--- config.mk ---
export PLATFORM = sky130hd
export DESIGN_NAME = id_pool_free_list_allocator
export DESIGN_NICKNAME = d
export VERILOG_FILES = /design/src/rtl/core/ipfl_pkg.sv /design/src/rtl/core/ipfl_link_table.sv /design/src/rtl/core/id_pool_free_list_allocator.sv
export VERILOG_INCLUDE_DIRS = /design/src /design/src/rtl/core
export SDC_FILE = /design/constraint.sdc
export NUM_CORES = 1
export LEC_CHECK = 0
export BUFFER_PORTS_ARGS = -buffer_cell sky130_fd_sc_hd__buf_2
export CAP_MARGIN = 25
export CORE_ASPECT_RATIO = 1.4
export CORE_MARGIN = 2
export CORE_UTILIZATION = 50
export CTS_BUF_LIST = sky130_fd_sc_hd__clkbuf_4 sky130_fd_sc_hd__clkbuf_8
export CTS_CLUSTER_SIZE = 16
export DETAILED_ROUTE_END_ITERATION = 7
export PLACE_DENSITY = 0.73
export SYNTH_ARGS = -nofsm -noshare
export SYNTH_HDL_FRONTEND = slang
export SYNTH_SLANG_ARGS = --single-unit
--- constraint.sdc ---
create_clock -name clock -period 4.2 [get_ports clock]
set_input_delay 0.42 -clock clock [delete_from_list [all_inputs] [get_ports clock]]
set_output_delay 0.42 -clock clock [all_outputs]
set_load 0.03 [all_outputs]
--- src/rtl/core/id_pool_free_list_allocator_defines.svh ---
// ---------------------------------------------------------------------------
// ID pool allocator assertion macros
// Shorthand for clocked assertions on the clock and reset of the using module.
// ---------------------------------------------------------------------------
`ifndef ID_POOL_FREE_LIST_ALLOCATOR_DEFINES_SVH
`define ID_POOL_FREE_LIST_ALLOCATOR_DEFINES_SVH

// Condition must hold at every edge out of reset.
`define IPFL_ASSERT(label, cond, msg) \
   label: assert property (@(posedge clock) disable iff (reset) (cond)) \
      else $error(msg);

// Consequent must hold in the same cycle as the antecedent.
`define IPFL_ASSERT_IMP(label, ante, cons, msg) \
   label: assert property (@(posedge clock) disable iff (reset) (ante) |-> (cons)) \
      else $error(msg);

`endif

--- src/rtl/core/ipfl_pkg.sv ---
// ---------------------------------------------------------------------------
// ID pool allocator package
// Field widths, defaults, operation and status codes, sequencer states.
// ---------------------------------------------------------------------------
`timescale 1ns / 1ps
`default_nettype none

package ipfl_pkg;

   localparam int POOL_SIZE_DEF    = 32;
   localparam int MAX_TEXT_LEN_DEF = 100;

   localparam int MODE_W   = 2;
   localparam int ENTRY_W  = 5;
   localparam int TEXT_W   = 8;
   localparam int STATUS_W = 3;
   localparam int RID_W    = 5;

   typedef enum logic [MODE_W-1:0] {
      MODE_ALLOC   = 2'd0,
      MODE_RELEASE = 2'd1,
      MODE_LIST    = 2'd2,
      MODE_LOOKUP  = 2'd3
   } mode_type;

   typedef enum logic [STATUS_W-1:0] {
      ST_OK        = 3'd0,
      ST_FULL      = 3'd1,
      ST_LONG      = 3'd2,
      ST_NOT_FOUND = 3'd3,
      ST_EMPTY     = 3'd4
   } status_type;

   typedef enum logic [3:0] {
      S_IDLE,
      S_ALLOC_RD,
      S_REL_HEAD,
      S_REL_WALK,
      S_REL_UNLINK,
      S_REL_PUSH,
      S_LOOK,
      S_LIST,
      S_DONE
   } state_type;

endpackage

`default_nettype wire

--- src/rtl/core/ipfl_link_table.sv ---
// ---------------------------------------------------------------------------
// ID pool link table
// Next-pointer memory, one write and one registered read per cycle. An entry
// never written reads as its reset link, the following ID.
// ---------------------------------------------------------------------------
`timescale 1ns / 1ps
`default_nettype none

module ipfl_link_table #(
   parameter int POOL_SIZE = ipfl_pkg::POOL_SIZE_DEF,
   localparam int ID_W   = $clog2(POOL_SIZE),
   localparam int LINK_W = $clog2(POOL_SIZE + 1)
) (
   input  wire logic              clock,
   input  wire logic              reset,
   input  wire logic              rd_en,
   input  wire logic [ID_W-1:0]   rd_addr,
   output logic      [LINK_W-1:0] rd_data,
   input  wire logic              wr_en,
   input  wire logic [ID_W-1:0]   wr_addr,
   input  wire logic [LINK_W-1:0] wr_data
);

   logic [LINK_W-1:0]    mem [POOL_SIZE];
   logic [POOL_SIZE-1:0] valid_ff;
   logic [LINK_W-1:0]    rd_data_ff;

   always_ff @(posedge clock) begin
      if (wr_en) begin
         mem[wr_addr] <= wr_data;
      end
   end

   always_ff @(posedge clock) begin
      if (reset) begin
         valid_ff <= '0;
      end else if (wr_en) begin
         valid_ff[wr_addr] <= 1'b1;
      end
   end

   // hold the last read until the next one is issued
   always_ff @(posedge clock) begin
      if (rd_en) begin
         rd_data_ff <= valid_ff[rd_addr] ? mem[rd_addr]
                                         : LINK_W'(rd_addr) + LINK_W'(1);
      end
   end

   assign rd_data = rd_data_ff;

endmodule

`default_nettype wire

--- src/rtl/core/id_pool_free_list_allocator.sv ---
// ---------------------------------------------------------------------------
// ID pool free list allocator
// Hands out and takes back entry IDs from a fixed pool kept as a free list
// and an ordered active list in one next-pointer table.
// ---------------------------------------------------------------------------
// One word at a time is worked on; req_stall is high from acceptance until
// its last result is in the output register. Release and look up walk the
// active list one link per cycle, and list gives one word per active ID, one
// per cycle while the output is not stalled. The walk rate is set by the
// single read port of the link table. The output register lets the next
// word in while a result waits.
`timescale 1ns / 1ps
`default_nettype none

`include "id_pool_free_list_allocator_defines.svh"

module id_pool_free_list_allocator #(
   parameter int POOL_SIZE    = ipfl_pkg::POOL_SIZE_DEF,
   parameter int MAX_TEXT_LEN = ipfl_pkg::MAX_TEXT_LEN_DEF
) (
   input  wire logic                          clock,
   input  wire logic                          reset,
   input  wire logic                          req_valid,
   output logic                               req_stall,
   input  wire logic [ipfl_pkg::MODE_W-1:0]   req_mode,
   input  wire logic [ipfl_pkg::ENTRY_W-1:0]  req_entry_id,
   input  wire logic [ipfl_pkg::TEXT_W-1:0]   req_text_length,
   output logic                               rsp_valid,
   input  wire logic                          rsp_stall,
   output logic      [ipfl_pkg::STATUS_W-1:0] rsp_status,
   output logic      [ipfl_pkg::RID_W-1:0]    rsp_result_id,
   output logic                               rsp_last
);

   localparam int ID_W   = $clog2(POOL_SIZE);
   localparam int LINK_W = $clog2(POOL_SIZE + 1);
   localparam int CMP_W  = (LINK_W > ipfl_pkg::ENTRY_W) ? LINK_W : ipfl_pkg::ENTRY_W;
   localparam logic [LINK_W-1:0] NIL    = LINK_W'(POOL_SIZE);
   localparam logic [ID_W-1:0]   LAST_N = ID_W'(POOL_SIZE - 1);
   localparam logic [ipfl_pkg::TEXT_W-1:0] TEXT_LIMIT = ipfl_pkg::TEXT_W'(MAX_TEXT_LEN);

   ipfl_pkg::state_type  state_ff, state_in;
   logic [ipfl_pkg::ENTRY_W-1:0] id_ff, id_in;
   logic [LINK_W-1:0]    p_ff, p_in;
   logic [LINK_W-1:0]    q_ff, q_in;
   logic [ID_W-1:0]      n_ff, n_in;
   logic [LINK_W-1:0]    free_head_ff, free_head_in;
   logic [LINK_W-1:0]    active_head_ff, active_head_in;
   ipfl_pkg::status_type res_status_ff, res_status_in;
   logic [ipfl_pkg::RID_W-1:0] res_id_ff, res_id_in;
   logic                 rsp_valid_ff, rsp_valid_in;
   ipfl_pkg::status_type rsp_status_ff, rsp_status_in;
   logic [ipfl_pkg::RID_W-1:0] rsp_id_ff, rsp_id_in;
   logic                 rsp_last_ff, rsp_last_in;

   logic              rd_en;
   logic [ID_W-1:0]   rd_addr;
   logic [LINK_W-1:0] rd_data;
   logic              wr_en;
   logic [ID_W-1:0]   wr_addr;
   logic [LINK_W-1:0] wr_data;

   logic [CMP_W-1:0]  req_id_ext;
   logic [CMP_W-1:0]  id_ext;
   logic              slot_free;
   logic              list_fin;

   ipfl_link_table #(
      .POOL_SIZE (POOL_SIZE)
   ) u_link_table (
      .clock   (clock),
      .reset   (reset),
      .rd_en   (rd_en),
      .rd_addr (rd_addr),
      .rd_data (rd_data),
      .wr_en   (wr_en),
      .wr_addr (wr_addr),
      .wr_data (wr_data)
   );

   assign req_id_ext = CMP_W'(req_entry_id);
   assign id_ext     = CMP_W'(id_ff);
   assign slot_free  = !rsp_valid_ff || !rsp_stall;
   assign list_fin   = (rd_data == NIL) || (n_ff >= LAST_N);

   always_ff @(posedge clock) begin
      if (reset) begin
         state_ff       <= ipfl_pkg::S_IDLE;
         free_head_ff   <= '0;
         active_head_ff <= NIL;
         rsp_valid_ff   <= 1'b0;
      end else begin
         state_ff       <= state_in;
         free_head_ff   <= free_head_in;
         active_head_ff <= active_head_in;
         rsp_valid_ff   <= rsp_valid_in;
      end
   end

   always_ff @(posedge clock) begin
      id_ff         <= id_in;
      p_ff          <= p_in;
      q_ff          <= q_in;
      n_ff          <= n_in;
      res_status_ff <= res_status_in;
      res_id_ff     <= res_id_in;
      rsp_status_ff <= rsp_status_in;
      rsp_id_ff     <= rsp_id_in;
      rsp_last_ff   <= rsp_last_in;
   end

   always_comb begin
      state_in       = state_ff;
      id_in          = id_ff;
      p_in           = p_ff;
      q_in           = q_ff;
      n_in           = n_ff;
      free_head_in   = free_head_ff;
      active_head_in = active_head_ff;
      res_status_in  = res_status_ff;
      res_id_in      = res_id_ff;
      rsp_valid_in   = rsp_valid_ff && rsp_stall;
      rsp_status_in  = rsp_status_ff;
      rsp_id_in      = rsp_id_ff;
      rsp_last_in    = rsp_last_ff;
      rd_en          = 1'b0;
      rd_addr        = '0;
      wr_en          = 1'b0;
      wr_addr        = '0;
      wr_data        = '0;
      req_stall      = (state_ff != ipfl_pkg::S_IDLE);

      case (state_ff)
         ipfl_pkg::S_IDLE: begin
            if (req_valid) begin
               id_in     = req_entry_id;
               n_in      = '0;
               p_in      = active_head_ff;
               res_id_in = '0;
               state_in  = ipfl_pkg::S_DONE;
               case (ipfl_pkg::mode_type'(req_mode))
                  ipfl_pkg::MODE_ALLOC: begin
                     if (free_head_ff == NIL) begin
                        res_status_in = ipfl_pkg::ST_FULL;
                     end else if (req_text_length >= TEXT_LIMIT) begin
                        res_status_in = ipfl_pkg::ST_LONG;
                     end else begin
                        rd_en    = 1'b1;
                        rd_addr  = free_head_ff[ID_W-1:0];
                        state_in = ipfl_pkg::S_ALLOC_RD;
                     end
                  end
                  ipfl_pkg::MODE_RELEASE: begin
                     if (req_id_ext >= CMP_W'(POOL_SIZE) || active_head_ff == NIL) begin
                        res_status_in = ipfl_pkg::ST_NOT_FOUND;
                     end else if (CMP_W'(active_head_ff) == req_id_ext) begin
                        rd_en    = 1'b1;
                        rd_addr  = req_id_ext[ID_W-1:0];
                        state_in = ipfl_pkg::S_REL_HEAD;
                     end else begin
                        rd_en    = 1'b1;
                        rd_addr  = active_head_ff[ID_W-1:0];
                        state_in = ipfl_pkg::S_REL_WALK;
                     end
                  end
                  ipfl_pkg::MODE_LIST: begin
                     if (active_head_ff == NIL) begin
                        res_status_in = ipfl_pkg::ST_EMPTY;
                     end else begin
                        rd_en    = 1'b1;
                        rd_addr  = active_head_ff[ID_W-1:0];
                        state_in = ipfl_pkg::S_LIST;
                     end
                  end
                  default: begin
                     if (active_head_ff == NIL) begin
                        res_status_in = ipfl_pkg::ST_NOT_FOUND;
                     end else if (CMP_W'(active_head_ff) == req_id_ext) begin
                        res_status_in = ipfl_pkg::ST_OK;
                     end else begin
                        rd_en    = 1'b1;
                        rd_addr  = active_head_ff[ID_W-1:0];
                        state_in = ipfl_pkg::S_LOOK;
                     end
                  end
               endcase
            end
         end

         ipfl_pkg::S_ALLOC_RD: begin
            // pop the free head, push it onto the active list
            free_head_in   = rd_data;
            active_head_in = free_head_ff;
            wr_en          = 1'b1;
            wr_addr        = free_head_ff[ID_W-1:0];
            wr_data        = active_head_ff;
            res_status_in  = ipfl_pkg::ST_OK;
            res_id_in      = ipfl_pkg::RID_W'(free_head_ff);
            state_in       = ipfl_pkg::S_DONE;
         end

         ipfl_pkg::S_REL_HEAD: begin
            active_head_in = rd_data;
            free_head_in   = LINK_W'(id_ext);
            wr_en          = 1'b1;
            wr_addr        = id_ext[ID_W-1:0];
            wr_data        = free_head_ff;
            res_status_in  = ipfl_pkg::ST_OK;
            state_in       = ipfl_pkg::S_DONE;
         end

         ipfl_pkg::S_REL_WALK: begin
            // rd_data is the successor of p
            if (rd_data == NIL) begin
               res_status_in = ipfl_pkg::ST_NOT_FOUND;
               state_in      = ipfl_pkg::S_DONE;
            end else if (CMP_W'(rd_data) == id_ext) begin
               q_in     = rd_data;
               rd_en    = 1'b1;
               rd_addr  = rd_data[ID_W-1:0];
               state_in = ipfl_pkg::S_REL_UNLINK;
            end else if (n_ff >= LAST_N) begin
               res_status_in = ipfl_pkg::ST_NOT_FOUND;
               state_in      = ipfl_pkg::S_DONE;
            end else begin
               p_in    = rd_data;
               n_in    = n_ff + ID_W'(1);
               rd_en   = 1'b1;
               rd_addr = rd_data[ID_W-1:0];
            end
         end

         ipfl_pkg::S_REL_UNLINK: begin
            // bypass q in the active list
            wr_en    = 1'b1;
            wr_addr  = p_ff[ID_W-1:0];
            wr_data  = rd_data;
            state_in = ipfl_pkg::S_REL_PUSH;
         end

         ipfl_pkg::S_REL_PUSH: begin
            wr_en         = 1'b1;
            wr_addr       = q_ff[ID_W-1:0];
            wr_data       = free_head_ff;
            free_head_in  = q_ff;
            res_status_in = ipfl_pkg::ST_OK;
            state_in      = ipfl_pkg::S_DONE;
         end

         ipfl_pkg::S_LOOK: begin
            if (n_ff >= LAST_N || rd_data == NIL) begin
               res_status_in = ipfl_pkg::ST_NOT_FOUND;
               state_in      = ipfl_pkg::S_DONE;
            end else if (CMP_W'(rd_data) == id_ext) begin
               res_status_in = ipfl_pkg::ST_OK;
               state_in      = ipfl_pkg::S_DONE;
            end else begin
               n_in    = n_ff + ID_W'(1);
               rd_en   = 1'b1;
               rd_addr = rd_data[ID_W-1:0];
            end
         end

         ipfl_pkg::S_LIST: begin
            // emit p; rd_data holds its successor until the word goes out
            if (slot_free) begin
               rsp_valid_in  = 1'b1;
               rsp_status_in = ipfl_pkg::ST_OK;
               rsp_id_in     = ipfl_pkg::RID_W'(p_ff);
               rsp_last_in   = list_fin;
               if (list_fin) begin
                  state_in = ipfl_pkg::S_IDLE;
               end else begin
                  p_in    = rd_data;
                  n_in    = n_ff + ID_W'(1);
                  rd_en   = 1'b1;
                  rd_addr = rd_data[ID_W-1:0];
               end
            end
         end

         ipfl_pkg::S_DONE: begin
            if (slot_free) begin
               rsp_valid_in  = 1'b1;
               rsp_status_in = res_status_ff;
               rsp_id_in     = res_id_ff;
               rsp_last_in   = 1'b1;
               state_in      = ipfl_pkg::S_IDLE;
            end
         end

         default: begin
            state_in = ipfl_pkg::S_IDLE;
         end
      endcase
   end

   assign rsp_valid     = rsp_valid_ff;
   assign rsp_status    = rsp_status_ff;
   assign rsp_result_id = rsp_id_ff;
   assign rsp_last      = rsp_last_ff;

   `IPFL_ASSERT(a_heads_disjoint,
      (free_head_ff == NIL && active_head_ff == NIL) || (free_head_ff != active_head_ff),
      "free and active heads name the same ID")
   `IPFL_ASSERT_IMP(a_fail_zero_id,
      rsp_valid_ff && (rsp_status_ff != ipfl_pkg::ST_OK), rsp_id_ff == '0,
      "failed result carries a nonzero ID")
   `IPFL_ASSERT_IMP(a_more_only_ok,
      rsp_valid_ff && !rsp_last_ff, rsp_status_ff == ipfl_pkg::ST_OK,
      "non-final result with a failure status")
   `IPFL_ASSERT_IMP(a_list_nonempty,
      state_ff == ipfl_pkg::S_LIST, active_head_ff != NIL && p_ff != NIL,
      "list walk on an empty active list")

endmodule

`default_nettype wire
==> impl_metrics.py <==
metrics = {
    "synth": {
        "yosysSeqAreaShare_pct": 64.46,
        "netlist_instances": 1092,
        "synth_top_area_cell": "edfxtp_1",
        "synthTopCellsByCount": "236 x edfxtp_1, 187 x nand2_1, 159 x nor2_1",
        "synth_most_common_cell": "edfxtp_1",
        "synth_warnings": 0,
        "yosys-top-cells-area": "edfxtp_1 57%, dfxtp_1 7.8%, nand2_1 5.6%",
        "synthArstFlopShare_pct": 0,
        "synth.distinct_cells": 83,
        "synth-edff-count": 236,
        "netlist_area_sq_mm": 0.01252,
        "syn-num-nets": 1114,
        "synth.avg_cell_area_sq_um": 11.46,
        "ys_ff_latch": 285,
        "synth_top_flop_cell": "edfxtp_1",
        "yosys.area.top_type_share_pct": 56.62,
    },
    "drt": {
        "ant_nets": 0,
        "dr.pass1.iters": 6,
        "drt_wl_total_mm": 33.47,
        "dr.first_iter.drc_count": 933,
        "drc": 0,
        "wl_per_cell_um": 22.19,
        "vias": 9104,
        "viasPerCell": 6.037,
    },
    "status": {
        "status": "finished clean",
    },
    "pwr": {
        "ir_drop_v": 0.0004402,
        "power.density_mw_per_mm2": 594.1,
        "p_leak_nw": 5.128,
        "design_power_total_mw": 8.418,
    },
    "floorplanning": {
        "ios": 30,
        "die_y_um": 191.2,
        "rows": 68,
        "initial_core_util_pct": 50.73,
        "die_w_um": 137.7,
        "fp.coreArea_sq_mm": 0.02467,
        "dieArea_sq_mm": 0.02633,
    },
    "worst_setup_path": {
        "path_buf_inv": 1,
        "cp_common_cell": "ha_1",
        "crit_path_end_kind": "flop",
        "critPathRequiredTime_ps": 4520,
        "cp_slowest_cell": "edfxtp_1",
        "crit_type": "flop to flop",
        "rrSetupSlack_ps": 190,
        "path_max_fanout": 19,
        "max_stage_delay_ps": 410,
        "cp_top_family": "compound AO/OA/AOI/OAI gates",
        "arrival_ps": 4330,
        "crit_chain": "ha_1 -> and3_1 -> ha_1 -> a31oi_1 -> a22oi_1 -> o221a_2 -> inv_2 -> mux2i_1 -> a32oi_1 -> nand4b_1 -> o21ai_1 -> nor3b_4 -> mux2_4",
        "critPathLaunchType": "flop",
    },
    "clock_network": {
        "post-cts-setup-buffers": 0,
        "clk_pin_slew_ps": 70,
        "clockRootBuffer": "clkbuf_8",
        "cts_tree": "yes",
        "clock_latency_ps": 570,
        "cts_resized": 0,
        "cts_hold_buf": 0,
        "cts-buffers-inserted": 43,
        "ctsLongestPathBuffers": 3,
        "cts_sinks": 285,
        "htreeDepth": 2,
    },
    "final_layout": {
        "syn2layout_area_growth_pct": 13.22,
        "drive_gt1_share_pct": 17.60,
        "antennaDiodeCount": 0,
        "fillCellCount": 2061,
        "nNetsFinal": 1180,
    },
    "placement": {
        "port_buffers": 27,
        "place_hpwl_mm": 23.11,
        "finalWeightedCongestion": 1.027,
    },
    "sta": {
        "hold_viol": 0,
        "rsz0062_at_grt": "false",
        "max_freq_mhz": 249.6,
        "skew_ps": 23.86,
        "finalCritPeriodShare_pct": 95.39,
        "final-setup-viol-count": 0,
        "finalMaxSlewViolations": 0,
        "worst_slew_pin_slew_ps": 1038,
        "fin_crit_ps": 4006,
        "slew_headroom_pct": 30.83,
        "setup_tns_ps": 0,
    },
    "global_routing": {
        "antenna_found_initial": 0,
        "gr-total-overflow": 0,
        "grt_pass1_wl_mm": 50.79,
        "grt_usage_pct": 25.97,
        "grt_max_degree": 50,
        "grt_pass1_vias": 8946,
    },
    "job": {
        "drv_cap": 0,
    },
    "worst_hold_path": {
        "hp-class": "input port to flop",
    },
}
[placed cells by master, fill, tap and decap left out, types with 9 or more instances in the layout]
| cell type | netlist | final |
|---|---|---|
| a22oi_1 | 17 | 17 |
| and3_1 | 10 | 10 |
| nor2_1 | 159 | 159 |
| a221oi_1 | 9 | 9 |
| mux2i_1 | 18 | 18 |
| dfxtp_1 | 49 | 49 |
| mux2_2 | 15 | 15 |
| nand3_1 | 62 | 62 |
| clkbuf_4 | 0 | 14 |
| buf_2 | 15 | 27 |
| edfxtp_1 | 236 | 236 |
| a21oi_1 | 53 | 53 |
| o21ai_0 | 19 | 19 |
| inv_1 | 12 | 12 |
| nand2_1 | 187 | 187 |
| a22o_1 | 9 | 9 |
| nand4_1 | 14 | 14 |
| a31oi_1 | 15 | 15 |
| buf_4 | 4 | 52 |
| clkbuf_8 | 0 | 53 |
[layout make-up]
cell class	count	area [sq um]	share of cell area [%]
Sequential cell	285	8068	56.94
Multi-Input combinational cell	732	4119	29.07
Clock buffer	67	834.6	5.890
Timing Repair Buffer	82	585.6	4.132
Tap cell	315	394.1	2.781
Clock inverter	13	116.4	0.8212
Inverter	14	52.55	0.3709
[power breakdown]
group          switching [mW]  internal (mW)  total [mW]
Sequential              0.193           3.60        3.79
Clock                    1.07           1.39        2.46
Combinational            1.45          0.712        2.16
Total                    2.71           5.70        8.42
[worst register-to-register path, delay by kind of cell, from the launching register on]
kind	cells	cell delay, ps
buffers and inverters	1	400
AOI/OAI and AO/OA	5	1190
and+or+nand+nor	3	660
adders and majority gates	2	430
DFF	1	410
muxes	2	700
[stage by stage]
stage               std cells  instance area, sq um  setup WS [ps]  utilization (%)  hold WS (ps)
finish                   1508                 14170          193.6            57.43         64.77
global route             1508                 14170          48.37            57.43         47.70
CTS                      1508                 14170          237.8            57.43         38.35
detailed placement       1428                 13220          192.4            53.58         451.2
global placement         1428                 13220          255.4            53.58         442.1
floorplan                1092                 12520          801.1                -         420.6
[kinds of logic (layout without fill, tap and decap cells)]
kind of cell               after synthesis  count (layout)  share of synthesized area [%]
xor gates and xnor gates                15              15                          1.050
and+or+nand+nor                        491             491                          17.90
AOI/OAI and AO/OA                      188             188                          10.56
muxes                                   35              35                          3.029
adders and majority gates                3               3                         0.2999
buffers and inverters                   75             176                          2.699
DFF                                    285             285                          64.46
[routing by layer]
layer	global-route usage (%)	share of wire, %	up-vias
met5	0	0	-
met4	17.39	7.2	0
met3	4.057	6.8	126
met2	44.24	50	475
met1	29.90	36	4337
li1	-	-	4166
[flip-flops by register name (all words and copies together), names as in the netlist, 3 cells and up]
name	cells
u_link_table.mem	192
u_link_table.valid_ff	32
active_head_ff	6
free_head_ff	6
q_ff	6
u_link_table.rd_data	6
id_ff	5
n_ff	5
p_ff	5
res_id_ff	5
rsp_result_id	5
state_ff	4
res_status_ff	3
rsp_status	3
[path summary, 6_finish.rpt]
kind / start / end / depth (start not counted)
max reg2reg: n_ff[0]$_SDFFCE_PN0P_ / u_link_table.rd_data[1]$_DFFE_PP_ / 13
max: n_ff[0]$_SDFFCE_PN0P_ / u_link_table.rd_data[1]$_DFFE_PP_ / 13
min: req_entry_id[4] / id_ff[4]$_DFFE_PP_ / 1
min reg2reg: u_link_table.valid_ff[4]$_SDFFE_PP0P_ / u_link_table.valid_ff[4]$_SDFFE_PP0P_ / 2
Power figures use the tool's default switching activity.
